$ cat src/rtl/assert_macros.svh
// ---------------------------------------------------------------------------
// Assertion macros
// Clocked assertion wrappers; define ASSERT_OFF to compile them out.
// ---------------------------------------------------------------------------
`ifndef ASSERT_MACROS_SVH
`define ASSERT_MACROS_SVH

`ifndef ASSERT_OFF

// Property checked at every rising edge, ignored while reset is high.
`define ASSERT_CLK(lbl, clk, rst, prop) \
  lbl: assert property (@(posedge clk) disable iff (rst) prop) \
    else $error("assertion failed");

// Property checked at every rising edge, reset included.
`define ASSERT_ALWAYS(lbl, clk, prop) \
  lbl: assert property (@(posedge clk) prop) \
    else $error("assertion failed");

`else

`define ASSERT_CLK(lbl, clk, rst, prop)
`define ASSERT_ALWAYS(lbl, clk, prop)

`endif

`endif

$ cat src/rtl/cfud_pkg.sv
// ---------------------------------------------------------------------------
// cfud_pkg
// Types, codes and calendar helpers for the up/down calendar clock setter.
// ---------------------------------------------------------------------------
`timescale 1ns / 1ps

package cfud_pkg;

  // Direction codes
  localparam logic FUNC_UP   = 1'b0;
  localparam logic FUNC_DOWN = 1'b1;

  // Field select codes
  localparam logic [2:0] SEL_NONE   = 3'd0;
  localparam logic [2:0] SEL_HOUR   = 3'd1;
  localparam logic [2:0] SEL_MINUTE = 3'd2;
  localparam logic [2:0] SEL_SECOND = 3'd3;
  localparam logic [2:0] SEL_MONTH  = 3'd4;
  localparam logic [2:0] SEL_DAY    = 3'd5;
  localparam logic [2:0] SEL_YEAR   = 3'd6;

  localparam logic [5:0]  SEC_MAX   = 6'd59;
  localparam logic [5:0]  MIN_MAX   = 6'd59;
  localparam logic [4:0]  HOUR_MAX  = 5'd23;
  localparam logic [3:0]  MONTH_MAX = 4'd12;
  localparam logic [11:0] YEAR_MIN  = 12'd2016;
  localparam logic [11:0] YEAR_MAX  = 12'd3000;

  typedef struct packed {
    logic       func;
    logic [2:0] field_sel;
    logic       is_release;
  } req_t;

  typedef struct packed {
    logic [5:0]  out_second;
    logic [5:0]  out_minute;
    logic [4:0]  out_hour;
    logic [4:0]  out_day;
    logic [3:0]  out_month;
    logic [11:0] out_year;
  } rsp_t;

  // Gregorian leap rule over the year range in use: centuries not
  // divisible by 400 are common years.
  function automatic logic is_leap(input logic [11:0] y);
    logic century_common;
    century_common = y inside {12'd2100, 12'd2200, 12'd2300, 12'd2500,
                               12'd2600, 12'd2700, 12'd2900, 12'd3000};
    return (y[1:0] == 2'b00) && !century_common;
  endfunction

  function automatic logic [4:0] days_in_month(input logic [3:0] mo,
                                               input logic [11:0] y);
    logic [4:0] dim;
    case (mo)
      4'd4, 4'd6, 4'd9, 4'd11: dim = 5'd30;
      4'd2:                    dim = is_leap(y) ? 5'd29 : 5'd28;
      default:                 dim = 5'd31;
    endcase
    return dim;
  endfunction

endpackage

$ cat src/rtl/calendar_field_up_down_adjust.sv
// ---------------------------------------------------------------------------
// calendar_field_up_down_adjust
// Settable calendar clock stepped one field up or down per button request.
// ---------------------------------------------------------------------------
// Usage:
//   A request (req, req_valid/req_stall) carries the direction, the field
//   select and the release flag of one button event. Each accepted request
//   yields one response (rsp, rsp_valid/rsp_stall) holding the whole date
//   and time after the step; a non-release event or an empty select still
//   yields a response with the held values.
//   The response is registered in the output register or its skid entry.
//   One request per cycle while req_stall is low; the step and all carries
//   are settled combinationally from the calendar registers, so the next
//   request sees the updated date at once.
//   Reset (rst, synchronous) sets 1 January 2016, 00:00:00 and empties the
//   output register and skid entry.
//   When the receiver stalls, the response holds; one more request is taken
//   into the skid entry, after which req_stall rises until that entry drains.
// ---------------------------------------------------------------------------
`timescale 1ns / 1ps

`include "assert_macros.svh"

module calendar_field_up_down_adjust
  import cfud_pkg::*;
(
  input  logic clk,
  input  logic rst,
  input  logic req_valid,
  output logic req_stall,
  input  req_t req,
  output logic rsp_valid,
  input  logic rsp_stall,
  output rsp_t rsp
);

  rsp_t cur;
  rsp_t cur_next;
  logic req_take;
  logic buf_full;

  assign req_stall = buf_full;
  assign req_take  = req_valid && !req_stall;

  cfud_step u_step (
    .cur (cur),
    .req (req),
    .nxt (cur_next)
  );

  always_ff @(posedge clk) begin
    if (rst) begin
      cur.out_second <= 6'd0;
      cur.out_minute <= 6'd0;
      cur.out_hour   <= 5'd0;
      cur.out_day    <= 5'd1;
      cur.out_month  <= 4'd1;
      cur.out_year   <= YEAR_MIN;
    end else if (req_take) begin
      cur <= cur_next;
    end
  end

  cfud_out_buf u_out_buf (
    .clk       (clk),
    .rst       (rst),
    .load      (req_take),
    .load_data (cur_next),
    .full      (buf_full),
    .rsp_valid (rsp_valid),
    .rsp_stall (rsp_stall),
    .rsp       (rsp)
  );

  `ASSERT_CLK(a_state_in_range, clk, rst,
    (cur.out_second <= SEC_MAX) && (cur.out_minute <= MIN_MAX) &&
    (cur.out_hour <= HOUR_MAX) && (cur.out_day >= 5'd1) &&
    (cur.out_month >= 4'd1) && (cur.out_month <= MONTH_MAX) &&
    (cur.out_year >= YEAR_MIN) && (cur.out_year <= YEAR_MAX))
  `ASSERT_CLK(a_no_release_holds, clk, rst,
    (req_take && !req.is_release) |=> (cur == $past(cur)))
  `ASSERT_CLK(a_second_up, clk, rst,
    (req_take && req.is_release && (req.func == FUNC_UP) &&
     (req.field_sel == SEL_SECOND) && (cur.out_second != SEC_MAX))
    |=> (cur.out_second == 6'($past(cur.out_second) + 6'd1)))

endmodule

$ cat src/rtl/cfud_step.sv
// ---------------------------------------------------------------------------
// cfud_step
// Next calendar state for one request: field step up or down with carries.
// ---------------------------------------------------------------------------
`timescale 1ns / 1ps

module cfud_step
  import cfud_pkg::*;
(
  input  rsp_t cur,
  input  req_t req,
  output rsp_t nxt
);

  // up path
  logic        inc_s, inc_mi, inc_h, inc_d, inc_mo;
  logic        s_wrap, mi_wrap, h_wrap, mo_wrap_a, mo_wrap_b, d_carry;
  logic [3:0]  mo_a, mo_b;
  logic [11:0] y_a, y_b;
  logic [5:0]  d_a;
  rsp_t        up;

  // down path
  logic        dec_s, dec_mi, dec_h, dec_d, dec_mo, dec_y;
  logic        s_bor, mi_bor, h_bor, d_bor, mo_bor;
  logic [4:0]  d_c, dim_dn;
  logic [11:0] y_c;
  rsp_t        dn;

  logic        active;

  always_comb begin
    inc_s   = (req.field_sel == SEL_SECOND);
    s_wrap  = inc_s && (cur.out_second == SEC_MAX);
    inc_mi  = (req.field_sel == SEL_MINUTE) || s_wrap;
    mi_wrap = inc_mi && (cur.out_minute == MIN_MAX);
    inc_h   = (req.field_sel == SEL_HOUR) || mi_wrap;
    h_wrap  = inc_h && (cur.out_hour == HOUR_MAX);
    inc_d   = (req.field_sel == SEL_DAY) || h_wrap;
    inc_mo  = (req.field_sel == SEL_MONTH);

    up.out_second = s_wrap ? 6'd0 : 6'(cur.out_second + 6'(inc_s));
    up.out_minute = mi_wrap ? 6'd0 : 6'(cur.out_minute + 6'(inc_mi));
    up.out_hour   = h_wrap ? 5'd0 : 5'(cur.out_hour + 5'(inc_h));

    mo_wrap_a = inc_mo && (cur.out_month >= MONTH_MAX);
    mo_a      = mo_wrap_a ? 4'd1 : 4'(cur.out_month + 4'(inc_mo));
    y_a       = 12'(cur.out_year + 12'(req.field_sel == SEL_YEAR) + 12'(mo_wrap_a));

    // day past the month length wraps to the first and carries into month
    d_a       = 6'(cur.out_day) + 6'(inc_d);
    d_carry   = d_a > 6'(days_in_month(mo_a, y_a));
    up.out_day = d_carry ? 5'd1 : d_a[4:0];
    mo_b      = 4'(mo_a + 4'(d_carry));
    mo_wrap_b = mo_b > MONTH_MAX;
    up.out_month = mo_wrap_b ? 4'd1 : mo_b;
    y_b       = 12'(y_a + 12'(mo_wrap_b));
    if (y_b >= YEAR_MAX) begin
      up.out_year = YEAR_MAX;
    end else if (y_b < YEAR_MIN) begin
      up.out_year = YEAR_MIN;
    end else begin
      up.out_year = y_b;
    end

    dec_s  = (req.field_sel == SEL_SECOND);
    s_bor  = dec_s && (cur.out_second == 6'd0);
    dec_mi = (req.field_sel == SEL_MINUTE) || s_bor;
    mi_bor = dec_mi && (cur.out_minute == 6'd0);
    dec_h  = (req.field_sel == SEL_HOUR) || mi_bor;
    h_bor  = dec_h && (cur.out_hour == 5'd0);
    dec_d  = (req.field_sel == SEL_DAY) || h_bor;
    d_bor  = dec_d && (cur.out_day <= 5'd1);
    dec_mo = (req.field_sel == SEL_MONTH) || d_bor;
    mo_bor = dec_mo && (cur.out_month <= 4'd1);
    dec_y  = ((req.field_sel == SEL_YEAR) || mo_bor) && (cur.out_year != 12'd0);

    dn.out_second = s_bor ? SEC_MAX : 6'(cur.out_second - 6'(dec_s));
    dn.out_minute = mi_bor ? MIN_MAX : 6'(cur.out_minute - 6'(dec_mi));
    dn.out_hour   = h_bor ? HOUR_MAX : 5'(cur.out_hour - 5'(dec_h));
    d_c           = d_bor ? 5'd0 : 5'(cur.out_day - 5'(dec_d));
    dn.out_month  = mo_bor ? MONTH_MAX : 4'(cur.out_month - 4'(dec_mo));
    y_c           = 12'(cur.out_year - 12'(dec_y));
    dn.out_year   = (y_c < YEAR_MIN) ? YEAR_MIN : y_c;

    // borrowed or too-large day lands on the last day of the month
    dim_dn    = days_in_month(dn.out_month, dn.out_year);
    dn.out_day = ((d_c == 5'd0) || (d_c > dim_dn)) ? dim_dn : d_c;

    active = req.is_release && (req.field_sel != SEL_NONE) && (req.field_sel <= SEL_YEAR);
    if (!active) begin
      nxt = cur;
    end else if (req.func == FUNC_UP) begin
      nxt = up;
    end else begin
      nxt = dn;
    end
  end

endmodule

$ cat src/rtl/cfud_out_buf.sv
// ---------------------------------------------------------------------------
// cfud_out_buf
// Result register with one skid entry between the update and the output.
// ---------------------------------------------------------------------------
`timescale 1ns / 1ps

`include "assert_macros.svh"

module cfud_out_buf
  import cfud_pkg::*;
(
  input  logic clk,
  input  logic rst,
  input  logic load,
  input  rsp_t load_data,
  output logic full,
  output logic rsp_valid,
  input  logic rsp_stall,
  output rsp_t rsp
);

  logic skid_valid;
  rsp_t skid;
  logic slot_free;

  assign slot_free = !rsp_valid || !rsp_stall;
  assign full      = skid_valid;

  always_ff @(posedge clk) begin
    if (rst) begin
      rsp_valid  <= 1'b0;
      skid_valid <= 1'b0;
    end else if (slot_free) begin
      if (skid_valid) begin
        // drain the skid entry first; no load can arrive while it is full
        rsp        <= skid;
        rsp_valid  <= 1'b1;
        skid_valid <= 1'b0;
      end else begin
        rsp       <= load_data;
        rsp_valid <= load;
      end
    end else if (load) begin
      skid       <= load_data;
      skid_valid <= 1'b1;
    end
  end

  `ASSERT_CLK(a_skid_implies_out, clk, rst, skid_valid |-> rsp_valid)
  `ASSERT_CLK(a_stalled_load_to_skid, clk, rst,
    (rsp_valid && rsp_stall && !skid_valid && load) |=> skid_valid)
  `ASSERT_CLK(a_skid_drains, clk, rst, (skid_valid && !rsp_stall) |=> !skid_valid)

endmodule

$ cat config.mk
export PLATFORM = sky130hd
export DESIGN_NAME = calendar_field_up_down_adjust
export DESIGN_NICKNAME = d
export VERILOG_FILES = /design/src/rtl/cfud_pkg.sv /design/src/rtl/calendar_field_up_down_adjust.sv /design/src/rtl/cfud_step.sv /design/src/rtl/cfud_out_buf.sv
export VERILOG_INCLUDE_DIRS = /design/src /design/src/rtl
export SDC_FILE = /design/constraint.sdc
export NUM_CORES = 1
export LEC_CHECK = 0
export CAP_MARGIN = 10
export CORE_ASPECT_RATIO = 0.8
export CORE_MARGIN = 4
export CORE_UTILIZATION = 59
export CTS_CLUSTER_SIZE = 20
export DETAILED_ROUTE_END_ITERATION = 7
export DONT_BUFFER_PORTS = 1
export PLACE_DENSITY_LB_ADDON = 0.25
export SLEW_MARGIN = 15
export SYNTH_ARGS = -nofsm -noshare
export SYNTH_HDL_FRONTEND = slang
export SYNTH_SLANG_ARGS = --single-unit
export TNS_END_PERCENT = 100
$ cat constraint.sdc
create_clock -name clk -period 7.26 [get_ports clk]
set_input_delay 0.726 -clock clk [delete_from_list [all_inputs] [get_ports clk]]
set_output_delay 0.726 -clock clk [all_outputs]
set_load 0.005 [all_outputs]
Yosys cells after proc, flatten, opt, wreduce, memory -nomap -nowiden. Cells that the tools add are included.

Output and inout port bits: 40. Memories kept: 0. Bits in latches: 0. ROM bits: 0. Register bits: 116. RAM bits: 0.

Div/mod/pow operators: 0. Equal/unequal tests: 35. Magnitude comparators: 10. Add/subtract/negate cells: 15. Reductions and logical operators: 45. Bitwise logic cells: 2. Multipliers: 0. Muxes and demuxes: 23. Shift-type cells: 0.

Operator list (count): == test 12 bit, second input constant (16); two-way mux 38 bit (3); adder 12 x 1 -> 12 bit (3); two-way mux 12 bit (3); two-way mux 5 bit (5); less-than comparator 12 x 11 -> 1 bit, second input constant (2); two-way mux 6 bit (4); one-hot mux 5 bit (2 select lines) (2); == test 4 x 3 -> 1 bit, second input constant (4); == test 4 bit, second input constant (4); nonzero test 8 bit (2); logical AND 1 bit (15); adder 6 x 1 -> 6 bit (2); == test 6 bit, second input constant (2); greater-or-equal comparator 12 bit, second input constant (1); zero test 6 bit (2); two-way mux 4 bit (3); nonzero test 12 bit (1); subtractor 12 x 1 -> 12 bit (1); subtractor 6 x 1 -> 6 bit (2); zero test 5 bit (2); logical OR 1 bit (10); subtractor 5 x 1 -> 5 bit (2); == test 3 bit, second input constant (3); 24 further kinds (36).

Depth between registers and ports, before layout. Gate-level depths: netlist of the first run.

Depth in word-level cells: 27. Gate-level depth with buffers: 36. Gate-level depth less buffers: 33.

Hierarchy. Synthesis of the first run repeated with hierarchy kept, for this count alone.

Cell total of the unflattened synthesis: 978. Area, all modules: 8799.7 um^2.

By module, submodules not included: cfud_step (cells an instance 681, area an instance 4225.3 um^2, times used 1, seq. area each 0.0 um^2); cfud_out_buf (cells an instance 126, area an instance 2846.5 um^2, times used 1, seq. area each 2322.2 um^2); calendar_field_up_down_adjust (cells an instance 171, area an instance 1727.9 um^2, times used 1, seq. area each 760.7 um^2).

Least setup slack after synthesis of the first run. OpenSTA, ideal clock, no wires.

Path kind: input port to flip-flop. Start point: in req[3] (netlist name). End point: reg u_out_buf.skid[2] (netlist name), data pin. Library setup time: 269 ps. Arrival time: 7278 ps. Path buffers: 3. Path slack: -287 ps. Data required time: 6991 ps. Cell stages on the path: 36. Cells stage by stage: clkbuf_1 nor3b_1 nand3_1 inv_1 fa_1 buf_2 and4_1 a21boi_0 or2_2 nor2_1 nand2_1 a2111oi_0 a311o_1 a311oi_1 o21a_1 ha_1 nand2_1 o2111ai_1 o22ai_1 ha_1 nand3_1 xor2_1 o211ai_1 nor2_1 ha_1 ha_1 inv_1 nor4_1 a211oi_1 or4bb_1 o211a_1 o21ai_1 o22ai_2 buf_6 a211oi_2 a211oi_2.

RTL lines: start: declaration (RTL line calendar_field_up_down_adjust.sv:31) `input req_t req,`; end signal: assignment (RTL line cfud_out_buf.sv:44) `skid <= load_data;`; end: declaration (RTL line cfud_out_buf.sv:23) `rsp_t skid;`.

==> results of run 1 <==
[worst paths after layout]
| check | startpoint | to | slack (ns) | cells past startpoint |
|---|---|---|---|---|
| setup / recovery | req[1] | u_out_buf.rsp[5]$_DFFE_PP_ | 0.17 | 34 |
| hold / removal | rst | cur[4]$_SDFFE_PP0P_ | 0.38 | 1 |
| setup reg to reg | cur[15]$_SDFFE_PP0P_ | u_out_buf.rsp[5]$_DFFE_PP_ | 0.33 | 33 |
| hold reg to reg | u_out_buf.skid[27]$_DFFE_PP_ | u_out_buf.rsp[27]$_DFFE_PP_ | 0.53 | 2 |
[cells in the mapped netlist, drive strengths merged (24+ instances only)]
cell / count
xnor2: 36
edfxtp: 76
o21ai: 85
mux2: 24
ha: 31
buf: 28
nand3: 36
clkbuf: 46
a21oi: 53
nor3: 41
dfxtp: 40
inv: 44
nand2: 98
nor2: 82
[routing by layer]
layer,routed length [µm],global-route usage (%),vias to the layer above
met3,3510,11.8,40
met4,373,7.35,0
met1,11400,46.0,3708
met2,10200,41.0,495
li1,-,-,3712
met5,0,0,-
[critical path: cells and delay by family]
kind	cells	cell delay, ns
multiplexers	2	0.59
adder cells (fa/ha/maj)	6	1.31
AND/OR/NAND/NOR	10	1.64
buffers and inverters	5	0.60
AO/OA/AOI/OAI	11	2.37
[timing repair]
item	4_1_cts	5_1_grt
setup buffers	0	8
gates resized for setup	0	33
hold buffers	0	0
setup endpoints to repair	0	36
endpoints found under the hold margin	0	0
[through the flow]
step / TNS [ns] / cells / utilization, % / total power [mW] / hold slack [ns]
floorplan: 0 / 987 / - / 1.09 / 0.494
global placement: -1.34 / 1168 / 63.8 / 1.19 / 0.510
detailed placement: -4.01 / 1168 / 63.8 / 1.19 / 0.521
CTS: 0 / 1200 / 67.8 / 2.01 / 0.362
global route: -0.766 / 1209 / 69.4 / 2.11 / 0.368
finish: 0 / 1209 / 69.4 / 2.03 / 0.378
[cell usage in the layout (no fill, tap or decap), types with 12 or more instances in the layout]
cell type	synthesis	routed
nand2_1	97	96
buf_4	3	77
nor2_1	80	76
edfxtp_1	76	76
o21ai_0	69	67
a21oi_1	52	50
inv_1	44	42
dfxtp_1	40	39
nor3_1	39	38
xnor2_1	35	33
nand3_1	34	32
ha_1	31	26
mux2_2	23	23
clkbuf_16	0	17
xor2_1	17	16
a31oi_1	14	14
and3_1	13	13
o211ai_1	13	13
nor2b_1	13	12
o21ai_1	12	12
[where the power goes]
part | total (mW) | switching (mW) | internal (mW) | leakage (nW)
Clock | 0.823 | 0.310 | 0.513 | 0.268
Sequential | 0.788 | 0.0378 | 0.750 | 1.04
Combinational | 0.422 | 0.262 | 0.161 | 2.34
Total | 2.03 | 0.609 | 1.42 | 3.65
[flip-flops by register name, indices dropped and copies added, names as in the netlist]
register	count
cur	38
u_out_buf.rsp	38
u_out_buf.skid	38
u_out_buf.full	1
u_out_buf.rsp_valid	1
[logic make-up after synthesis]
family	synth area share (%)
adder cells (fa/ha/maj)	4.73
flip-flops	35.8
AND/OR/NAND/NOR	22.5
multiplexers	3.53
buffers and inverters	5.65
XOR/XNOR	5.48
AO/OA/AOI/OAI	22.3
[area by class of cell]
cell class | count | area share [%]
multi-input cells | 753 | 52.7
flip-flops and latches | 116 | 31.1
repair buffers | 80 | 6.41
clock buffers | 20 | 4.50
well taps | 184 | 2.32
inverters | 44 | 1.66
clock inverters | 12 | 1.30
==> summary.txt, run 1 <==
Outcome
  – Status: complete, no violations

Final layout
  – Synth-to-Final Area Change: 15.3%
  – Final instance area: 9930 µm²
  – Multi-input logic area: 5240 µm²
  – Share of cells above drive strength 1: 20.8%
  – Final nets: 1053
  – Number of diodes: 0
  – FF/Latch Area: 3080 µm²
  – Filler instances: 1066

Yosys
  – Post-Synthesis Cells: 987
  – Syn Std Cell Area: 8610 µm²
  – Sequential-to-total area share from yosys stat: 35.8%
  – Ys flop type: edfxtp_1
  – Number of nets produced by synthesis: 1028
  – Asr flop ratio synth: 0%
  – Yosys top cell by area: edfxtp_1
  – Synth unique cells: 105
  – Yosys warns: 0
  – Post-synth top area share: 26.5%
  – Top post-synthesis cells by area: edfxtp_1 26%, dfxtp_1 9.3%, ha_1 4.5%
  – #FFs+latches synth: 116
  – Synthesized area per cell: 8.73 µm²
  – EDFF count, synth: 76

GRT
  – Global route overflow: 0
  – Largest net degree at the start of global routing: 58
  – All-Layer GR Usage: 30.6%
  – First-pass GRT wire length: 39400 µm
  – Vias in the first global route: 7053
  – Initial antenna violation count: 0

Routing
  – Via Count: 7955
  – DRT iter0 DRCs: 1043
  – Final wirelength: 25500 µm
  – 1st-pass router iterations: 6
  – # DRC: 0
  – Final ANT Viol Nets: 0
  – Wire per inst: 21.1 µm
  – Vias per cell: 6.58

Clocking
  – Clock Pin Slew Worst Setup and Hold Paths: 0.06 ns
  – Num CTS Buffers: 17
  – H-Tree Depth: 4
  – CTS root buffer: clkbuf_16
  – CTS tree: yes
  – Clk_lat worst skew: 0.42 ns
  – Clock sinks: 116
  – Bufs on Longest Clock Path: 2

STA
  – Fin. Hold Viols: 0
  – Fmax: 141 MHz
  – RSZ-0062 raised after global routing: true
  – Rel. slew slack: 30.1%
  – Min Clock Period, post-route: 7.09 ns
  – Tightest Pin Transition: 1.04 ns
  – Finish-stage setup viols: 0
  – Post-route setup slack: 0.170 ns
  – Clk_skew: 0.00985 ns
  – Period utilisation layout: 97.7%
  – Max-slew violations: 0

Setup path
  – Crit. End Element: register
  – Worst endpoint required time: 7.42 ns
  – Critical Path Source Type: input port
  – Worst path slowest cell: a311o_1
  – Crit Path Class: input port to register
  – Crit path arrival time: 7.26 ns
  – CP Max Fanout: 12
  – Crit path largest cell delay: 0.37 ns

Pwr
  – PD cells: 205 nW/µm²
  – Max VDD drop: 0.000301 V
  – Leakage power: 3.65 nW

Floorplanning
  – Die ar.: 16600 µm²
  – Core ar.: 14300 µm²
  – Die Width: 143 µm
  – Height of the chip: 116 µm
  – Total I/O pin count: 49
  – Initial core utilization: 60.3%
  – # rows: 39

Hold path
  – Hold WC Path Type: input port to register

Job
  – Max_cap viols: 0

Place
  – Dpl hpwl: 17600 µm
  – Port-buffer cells: 0
  – Final GP Congestion: 0.980
  – Area after DPL: 9120 µm²
  – Worst slack, placed: -0.301 ns
Note: power is estimated with default switching activity, not from simulation.
==> inputs of run 2 (changes only) <==
CORE_UTILIZATION = 65   (was 59)
clock period = 9.08 ns   (was 7.26 ns; I/O delays follow)
==> run 2 against run 1 <==
Sequential share of layout area rose by 1.9 points; register-to-register slack improved by 0.52 ns; combinational power fell by 24%; final area fell by 5.6%; cell count fell by 5.0%; worst hold slack improved by 0.15 ns; non-clock buffer count fell by 51; clock skew barely moved; critical path depth fell by 1; first-iteration DRC count rose by 1.3%; routed wire length rose by 1.4%; clock power fell by 15%; largest power group unchanged.
==> summary.txt, run 2 (same netlist as run 1, synthesis figures left out) <==
Outcome
  – Status: complete, no violations

Place
  – Dpl cells: 1114
  – Dpl hpwl: 17100 µm
  – Port-buffer cells: 0
  – Final GP Congestion: 1.04

STA
  – Tightest Pin Transition: 1.00 ns
  – Fin. Hold Viols: 0
  – Min Clock Period, post-route: 8.51 ns
  – Period utilisation layout: 93.7%
  – Max-slew violations: 0
  – Rel. slew slack: 32.8%
  – Clk_skew: 0.0103 ns
  – Fmax: 118 MHz
  – Finish-stage setup viols: 0

Floorplanning
  – Core ar.: 12900 µm²
  – Die Width: 137 µm
  – Height of the chip: 111 µm
  – # rows: 37
  – Initial core utilization: 66.7%
  – Die ar.: 15200 µm²
  – Total I/O pin count: 49

Setup path
  – Worst reg-to-reg setup slack: 0.85 ns
  – Crit path largest cell delay: 0.41 ns
  – Crit Path Class: input port to register
  – Most used cell, CP: ha_1
  – Buf/Inv on CP: 3
  – Crit path from: req[2]
  – Worst R2R End: u_out_buf.rsp[8]$_DFFE_PP_
  – Crit. End Element: register
  – Cell family with most CP delay: compound AO/OA/AOI/OAI gates
  – Worst path slowest cell: nor4_1
  – R2R cell count: 31
  – Worst reg2reg startpoint: cur[14]$_SDFFE_PP0P_
  – Crit path arrival time: 8.68 ns
  – CP Max Fanout: 12
  – Number of cells on the critical path: 33
  – Setup crit end: u_out_buf.rsp[8]$_DFFE_PP_
  – Worst endpoint required time: 9.25 ns
  – Critical Path Source Type: input port

Final layout
  – Multi-input logic area: 5080 µm²
  – Share of cells above drive strength 1: 13.9%
  – Filler instances: 923
  – Number of diodes: 0
  – Largest registers: cur x38, u_out_buf.rsp x38, u_out_buf.skid x38
  – Synth-to-Final Area Change: 8.77%
  – Non-filler cells, final: 1149
  – Final nets: 1002
  – Most frequent cells in the layout: 97 x nand2_1, 80 x nor2_1, 76 x edfxtp_1
  – FF/Latch Area: 3080 µm²
  – Most common cell after layout, fill and taps aside: nand2_1

GRT
  – First-pass GRT wire length: 40300 µm
  – Vias in the first global route: 7241
  – All-Layer GR Usage: 34.0%
  – Initial antenna violation count: 0
  – Largest net degree at the start of global routing: 44
  – Global route overflow: 0

Pwr
  – Leakage power: 3.39 nW
  – Max VDD drop: 0.000142 V
  – Total power draw: 1.66 mW
  – PD cells: 177 nW/µm²

Clocking
  – H-Tree Depth: 4
  – Bufs on Longest Clock Path: 2
  – CTS root buffer: clkbuf_16
  – Post-CTS Hold Fix Bufs: 0
  – Clk_lat worst skew: 0.42 ns
  – Num CTS Buffers: 17
  – Clock sinks: 116
  – CTS tree: yes
  – Clock Pin Slew Worst Setup and Hold Paths: 0.06 ns

Routing
  – Final ANT Viol Nets: 0
  – Vias per cell: 6.92
  – 1st-pass router iterations: 5
  – Wire per inst: 22.5 µm
  – # DRC: 0
  – Via Count: 7955
  – DRT iter0 DRCs: 1057
  – Final wirelength: 25800 µm

Job
  – Max_cap viols: 0

Hold path
  – Hold WC Path Type: register to register
run 2: changes by cell type in the layout (fill, tap and decap cells not counted), moves of 3 or more:
cell | previous run | this run
nor2_2 | 6 | 2
ha_2 | 3 | 0
buf_4 | 77 | 29
nor2_1 | 76 | 80
ha_1 | 26 | 31
clkinv_4 | 1 | 4
clkinvlp_4 | 4 | 1
run 2: metrics by stage:
step / cell area, µm² / setup TNS, ns / util (%) / worst slack (ns) / hold WS (ns)
detailed placement: 8730 / 0 / 67.6 / 0.203 / 0.517
floorplan: 8610 / 0 / - / 1.35 / 0.494
finish: 9370 / 0 / 72.5 / 0.575 / 0.531
CTS: 9330 / 0 / 72.3 / 0.594 / 0.532
global placement: 8730 / 0 / 67.6 / 0.510 / 0.513
global route: 9370 / -0.0103 / 72.5 / -0.0103 / 0.552
run 2: power by group:
part | switching (mW) | leakage, nW | internal (mW) | total (mW)
registers | 0.0342 | 1.04 | 0.599 | 0.633
logic | 0.206 | 2.05 | 0.115 | 0.320
clock network | 0.266 | 0.296 | 0.435 | 0.702
run 2: timing repair:
action / CTS / global route
endpoints found under the setup margin: 0 / 5
setup buffers: 0 / 3
gates resized for setup: 0 / 2
run 2: worst min-delay path: stages, from the launching register on:
cell      delay, ns
edfxtp_1       0.32
nand2_1        0.05
o31ai_1        0.06
run 2: routing by layer:
layer	wire [µm]	part of all wire [%]	vias up	GRT usage, %
li1	-	-	3601	-
met3	3520	14	48	10.8
met1	11200	43	3762	52.0
met5	0	0	-	0
met4	403	1.6	0	9.07
met2	10700	41	544	45.7
run 2: how the worst min path moves through the flow:
stage                     slack (ns)                          end  cells past startpoint                         start
final                           0.53   u_out_buf.rsp[4]$_DFFE_PP_                      2   u_out_buf.skid[4]$_DFFE_PP_
after global routing            0.55         cur[24]$_SDFFE_PP0P_                      1                           rst
after CTS                       0.53   u_out_buf.rsp[4]$_DFFE_PP_                      2   u_out_buf.skid[4]$_DFFE_PP_
after detailed placement        0.52  u_out_buf.rsp[26]$_DFFE_PP_                      2  u_out_buf.skid[26]$_DFFE_PP_
after global placement          0.51  u_out_buf.rsp[26]$_DFFE_PP_                      2  u_out_buf.skid[26]$_DFFE_PP_
after floorplan                 0.49         cur[12]$_SDFFE_PP1P_                      2          cur[12]$_SDFFE_PP1P_
run 2: area by class of cell:
cell class                      instances  share of cell area, %
Clock buffer                           18                   4.58
Clock inverter                         14                   1.90
Inverter                               44                   1.76
Multi-Input combinational cell        753                   54.2
Tap cell                              175                   2.34
Sequential cell                       116                   32.9
Timing Repair Buffer                   29                   2.32
